`src/gasp_pkg.sv`:
```
// Package for the glyph atlas skyline packer: sizes, datapath operation codes,
// controller states and the control/status structs.
// No dependencies.
package gasp_pkg;

  localparam int MAX_GLYPHS      = 64;
  localparam int MAX_ATLAS_WIDTH = 1024;
  localparam int SIDE_BITS       = 6;

  localparam int IDX_W   = $clog2(MAX_GLYPHS);
  localparam int CNT_W   = IDX_W + 1;
  localparam int COL_W   = $clog2(MAX_ATLAS_WIDTH);
  localparam int AW_W    = COL_W + 1;
  localparam int LG_W    = $clog2(COL_W + 1);
  localparam int FILL_W  = 11;
  localparam int AREA_W  = 19;
  localparam int EST_W   = AREA_W + 1;
  localparam int SCORE_W = 2 * SIDE_BITS + 1;
  localparam int AH_W    = 12;
  localparam int POS_W   = 10;

  typedef enum logic [4:0] {
    OP_NONE, OP_LOAD, OP_WSTEP, OP_WDONE, OP_CLEAR, OP_ROWTOP, OP_NEXTROW,
    OP_SKIPRD, OP_SKIPSTEP, OP_RUNINIT, OP_RUNRD, OP_RUNSTEP, OP_PICKINIT,
    OP_PICKRD, OP_PICKEV, OP_ADVANCE, OP_PLACE, OP_FILLRD, OP_FILLEV,
    OP_FINISH, OP_OUTRD, OP_OUTEV, OP_DONE
  } dp_op_e;

  typedef enum logic [3:0] {
    ST_IDLE, ST_WIDTH, ST_CLEAR, ST_ROW, ST_SKIP_RD, ST_SKIP_EV, ST_RUN_RD,
    ST_RUN_EV, ST_PICK_RD, ST_PICK_EV, ST_PICK_END, ST_FILL_RD, ST_FILL_EV,
    ST_OUT_RD, ST_OUT_EV
  } ctl_state_e;

  typedef struct packed {
    dp_op_e op;
  } dp_cmd_t;

  typedef struct packed {
    logic est_gt;    // estimate still above width, width can grow
    logic clr_last;  // last column being cleared
    logic row_end;   // row counter reached atlas height
    logic cx_end;    // scan column at atlas width
    logic fill_gt;   // column read data above current row
    logic run_end;   // free run reached atlas width
    logic pick_end;  // all glyphs scored
    logic found;     // a glyph fits this run
    logic fill_end;  // column update done
    logic out_end;   // all results sent
  } dp_stat_t;

  // Smallest power of two not below v, 0 for 0 and for v above 2048
  function automatic logic [AH_W-1:0] pot_up(input logic [AH_W-1:0] v);
    logic [AH_W-1:0] r;
    r = '0;
    if (v != '0) begin
      for (int k = AH_W - 1; k >= 0; k--) begin
        if ((AH_W'(1) << k) >= v) r = AH_W'(1) << k;
      end
    end
    return r;
  endfunction

endpackage

```
`src/gasp_ctrl.sv`:
```
// Packer controller: sequences load, width search, column clear, skyline scan,
// glyph pick, column update and result readout.
// Depends on gasp_pkg.
module gasp_ctrl (
  input  logic              clk_i,
  input  logic              rst_ni,
  input  logic              start,
  input  logic              last_glyph_i,
  input  gasp_pkg::dp_stat_t stat_i,
  output gasp_pkg::dp_cmd_t  cmd_o,
  output logic              busy
);
  import gasp_pkg::*;

  ctl_state_e state_q, state_d;

  // state register
  always_ff @(posedge clk_i or negedge rst_ni) begin
    if (!rst_ni) begin
      state_q <= ST_IDLE;
    end else begin
      state_q <= state_d;
    end
  end

  // next state
  always_comb begin
    state_d = state_q;
    unique case (state_q)
      ST_IDLE:     if (start && last_glyph_i) state_d = ST_WIDTH;
      ST_WIDTH:    if (!stat_i.est_gt) state_d = ST_CLEAR;
      ST_CLEAR:    if (stat_i.clr_last) state_d = ST_ROW;
      ST_ROW:      state_d = stat_i.row_end ? ST_OUT_RD : ST_SKIP_RD;
      ST_SKIP_RD:  state_d = stat_i.cx_end ? ST_ROW : ST_SKIP_EV;
      ST_SKIP_EV:  state_d = stat_i.fill_gt ? ST_SKIP_RD : ST_RUN_RD;
      ST_RUN_RD:   state_d = stat_i.run_end ? ST_PICK_RD : ST_RUN_EV;
      ST_RUN_EV:   state_d = stat_i.fill_gt ? ST_PICK_RD : ST_RUN_RD;
      ST_PICK_RD:  state_d = stat_i.pick_end ? ST_PICK_END : ST_PICK_EV;
      ST_PICK_EV:  state_d = ST_PICK_RD;
      ST_PICK_END: state_d = stat_i.found ? ST_FILL_RD : ST_ROW;
      ST_FILL_RD:  state_d = stat_i.fill_end ? ST_ROW : ST_FILL_EV;
      ST_FILL_EV:  state_d = ST_FILL_RD;
      ST_OUT_RD:   state_d = stat_i.out_end ? ST_IDLE : ST_OUT_EV;
      ST_OUT_EV:   state_d = ST_OUT_RD;
      default:     state_d = ST_IDLE;
    endcase
  end

  // datapath command
  always_comb begin
    cmd_o.op = OP_NONE;
    unique case (state_q)
      ST_IDLE:     if (start) cmd_o.op = OP_LOAD;
      ST_WIDTH:    cmd_o.op = stat_i.est_gt ? OP_WSTEP : OP_WDONE;
      ST_CLEAR:    cmd_o.op = OP_CLEAR;
      ST_ROW:      cmd_o.op = stat_i.row_end ? OP_FINISH : OP_ROWTOP;
      ST_SKIP_RD:  cmd_o.op = stat_i.cx_end ? OP_NEXTROW : OP_SKIPRD;
      ST_SKIP_EV:  cmd_o.op = stat_i.fill_gt ? OP_SKIPSTEP : OP_RUNINIT;
      ST_RUN_RD:   cmd_o.op = stat_i.run_end ? OP_PICKINIT : OP_RUNRD;
      ST_RUN_EV:   cmd_o.op = stat_i.fill_gt ? OP_PICKINIT : OP_RUNSTEP;
      ST_PICK_RD:  if (!stat_i.pick_end) cmd_o.op = OP_PICKRD;
      ST_PICK_EV:  cmd_o.op = OP_PICKEV;
      ST_PICK_END: cmd_o.op = stat_i.found ? OP_PLACE : OP_ADVANCE;
      ST_FILL_RD:  if (!stat_i.fill_end) cmd_o.op = OP_FILLRD;
      ST_FILL_EV:  cmd_o.op = OP_FILLEV;
      ST_OUT_RD:   cmd_o.op = stat_i.out_end ? OP_DONE : OP_OUTRD;
      ST_OUT_EV:   cmd_o.op = OP_OUTEV;
      default:     cmd_o.op = OP_NONE;
    endcase
  end

  assign busy = (state_q != ST_IDLE);

endmodule

```
`config.mk`:
```
export PLATFORM = sky130hd
export DESIGN_NAME = gasp_ctrl
export DESIGN_NICKNAME = d
export VERILOG_FILES = /design/src/gasp_pkg.sv /design/src/gasp_ctrl.sv
export SDC_FILE = /design/constraint.sdc
export NUM_CORES = 1
export LEC_CHECK = 0
export ABC_AREA = 0
export BUFFER_PORTS_ARGS = -buffer_cell sky130_fd_sc_hd__buf_4
export CORE_UTILIZATION = 51
export CTS_CLUSTER_SIZE = 28
export DETAILED_ROUTE_END_ITERATION = 16
export GPL_TIMING_DRIVEN = 0
export PLACE_DENSITY = 0.87
export SYNTH_ARGS = -nofsm -noshare
export SYNTH_HDL_FRONTEND = slang
export SYNTH_SLANG_ARGS = --single-unit
```
`constraint.sdc`:
```
create_clock -name clk_i -period 1.9 [get_ports clk_i]
set_clock_uncertainty 0.1 [all_clocks]
set_input_delay 0.285 -clock clk_i [delete_from_list [all_inputs] [get_ports clk_i]]
set_output_delay 0.285 -clock clk_i [all_outputs]
set_load 0.005 [all_outputs]
```
==> impl_metrics.env <==
export IMPL_finalSetupViolations=5
export IMPL_synth_cell_types=46
export IMPL_drc=0
export IMPL_area_delta_synth_final_pct=48.6
export IMPL_clock_latency_ps=250
export IMPL_fill_cells=82
export IMPL_fin_setup_tns_ps=-459
export IMPL_synth_edf_count=0
export IMPL_wl_met3_um=351
export IMPL_maxCapViolCount=0
export IMPL_worst_pin_slew_ps=286
export IMPL_ys_async_sr_fraction_pct=100
export IMPL_wl_met1_um=1110
export IMPL_final_nets=149
export IMPL_final_area_mm2=0.00111
export IMPL_place_hpwl_um=1720
export IMPL_reg_top3="state_q x4"
export IMPL_fin_util_pct=82.9
export IMPL_max_freq_mhz=488
export IMPL_wl_per_cell_um=19.5
export IMPL_failed_checks="negative setup slack"
export IMPL_place_inst=136
export IMPL_antenna_left=0
export IMPL_clock_sinks=4
export IMPL_grt_pass1_wl_um=3650
export IMPL_multi_input_area_um2=601
export IMPL_cts_buffers=3
export IMPL_cts_max_path_buffers=2
export IMPL_synth_area_per_cell_um2=7.30
export IMPL_dr_pass1_iters=7
export IMPL_maxSlewViolCount=0
export IMPL_rrSetupSlack_ps=190
export IMPL_grt_pass1_vias=749
export IMPL_clk_pin_slew_ps=50
export IMPL_r2r_end="state_q[1]"
export IMPL_root_buffer="clkbuf_4"
export IMPL_io_buffers=19
export IMPL_whs_endpoint="state_q[1]"
export IMPL_gr_usage_all_layers_pct=35.7
export IMPL_place_congestion=0.959
export IMPL_cts_tree="done"
export IMPL_worstPathCellList="buf_6 > and2b_1 > nor3_1 > a211oi_1 > o21ai_1 > buf_4"
export IMPL_synth_area_um2=744
export IMPL_relSlewSlack_pct=80.9
export IMPL_fin_cells=148
export IMPL_grt_max_degree=11
export IMPL_worstRegToRegCells=5
export IMPL_initial_core_util_pct=55.8
export IMPL_leakage_nw=0.474
export IMPL_htreeDepth=1
export IMPL_worstPathArrival_ps=1670
export IMPL_cp_start_kind="flop"
export IMPL_dieHeight_um=40.2
export IMPL_cp_required_ps=1510
export IMPL_startpoint="state_q[1]"
export IMPL_rsz0062_at_grt="yes"
export IMPL_worstPathMaxFanout=7
export IMPL_drt_initial_drc_count=96
export IMPL_synth_nets=116
export IMPL_finalPower_mw=1.91
export IMPL_vdd_drop_max_mv=1.04
export IMPL_via_per_inst=6.94
export IMPL_ys_ff_latch=4
export IMPL_n_antenna_cell=0
export IMPL_powerDensity_mw_per_mm2=1730
export IMPL_synth_ff_type="dfrtp_1"
export IMPL_totalWireLength_um=2880
export IMPL_fin_ws_ps=-150
export IMPL_critical_path_class="reg -> out"
export IMPL_ys_seq_area_share_pct=13.4
export IMPL_status="finished with violations"
export IMPL_r2r_start="state_q[0]"
export IMPL_slowest_stage="dfrtp_2"
export IMPL_placed_cell_area_um2=906
export IMPL_die_area_mm2=0.00162
export IMPL_drive_gt1_share_pct=47.4
export IMPL_fp_coreArea_mm2=0.00133
export IMPL_io_pins=20
export IMPL_syn_instance_count=102
export IMPL_regArea_um2=103
export IMPL_fin_crit_sh_pct=108
export IMPL_preCtsSetupSlack_ps=-46.8
export IMPL_worstHoldPathCells=2
export IMPL_num_vias=1027
export IMPL_num_rows=13
export IMPL_hold_class="in -> reg"
export IMPL_min_delay_start="stat_i[8]"
export IMPL_hold_ws_ps=146
export IMPL_overflow=0
export IMPL_antenna_found_initial=0
export IMPL_highest_layer="met4"
export IMPL_top_register="state_q"
export IMPL_fin_crit_ps=2050
export IMPL_die_w_um=40.2
export IMPL_met2_length_um=1330
export IMPL_largest_reg_flops=4
export IMPL_hold_viol_final=0
export IMPL_critPathMaxStageDelay_ps=460
export IMPL_ys_warn_count=0
export IMPL_critPathCaptureType="output pin"
==> report_power, final <==
group	switching (mW)	leakage, nW	internal [mW]
sequential	0.0637	0.0480	0.129
combinational	0.787	0.412	0.815
clock	0.0470	0.0138	0.0715
==> timing repair <==
item / 4_1_cts / 5_1_grt
endpoints found under the hold margin: 4 / 0
gates cloned: 0 / 2
pin swaps: 2 / 9
setup endpoints to repair: 5 / 6
resized for setup: 18 / 19
hold buffers: 1 / 0
buffers inserted: 3 / 4
==> final cells by class <==
class                   count  area share (%)
repair buffers             29            19.8
multi-input cells          82            54.3
flip-flops and latches      4            9.28
plain buffers               9            10.5
well taps                  15            1.70
clock buffers               3            2.04
inverters                   6            2.38
==> synth_stat cells, drive strengths merged (2+ instances only) <==
| master | count | share of area (%) |
|---|---|---|
| nand2b | 2 | 1.7 |
| o21ai | 16 | 11 |
| or3 | 3 | 2.7 |
| a21o | 2 | 2.2 |
| inv | 6 | 3.0 |
| or2b | 4 | 4.2 |
| a211oi | 3 | 3.0 |
| nand3 | 3 | 2.0 |
| nand2 | 8 | 4.0 |
| o21bai | 2 | 2.0 |
| buf | 7 | 7.6 |
| and2b | 2 | 2.2 |
| a31oi | 2 | 1.7 |
| nor2 | 4 | 2.0 |
| dfrtp | 4 | 13 |
| a22oi | 2 | 2.0 |
| a21oi | 6 | 4.0 |
| nand3b | 3 | 3.0 |
| clkbuf | 3 | 4.2 |
| nor2b | 2 | 1.7 |
==> worst max path at each step <==
stage | endpoint | slack [ps]
final | cmd_o[2] | -150
after global routing | cmd_o[0] | -210
after CTS | cmd_o[0] | -120
after detailed placement | cmd_o[0] | -50
after global placement | cmd_o[0] | -50
after floorplan | cmd_o[0] | 170
==> layout by cell type (no fill, tap or decap), types with 3 or more instances in the layout <==
cell	count
or2b_1	3
o21ai_1	6
buf_4	26
a21oi_1	4
inv_1	4
o21ai_2	3
o21ai_0	6
buf_6	6
clkbuf_4	3
nand3b_1	3
nand2_1	8
nor2_1	4
==> cells by family after synthesis <==
group	count (synthesis)	share of synthesized area [%]
mux	1	1.34
compound gates	44	40.2
buf+inv	16	14.8
flops	4	13.4
simple gates	37	30.3
==> per-layer routing <==
| layer | global-route usage, % | vias to the layer above |
|---|---|---|
| met3 | 6.11 | 17 |
| met2 | 58.1 | 91 |
| met1 | 47.2 | 475 |
| met5 | 0 | - |
| li1 | - | 444 |
| met4 | 12.5 | 0 |
==> critical path: cells and delay by family (launching register included) <==
kind	cells	cell delay (ps)
buf+inv	2	290
compound gates	2	240
flops	1	460
simple gates	2	420
No activity file was read; power rests on OpenSTA's default activity.
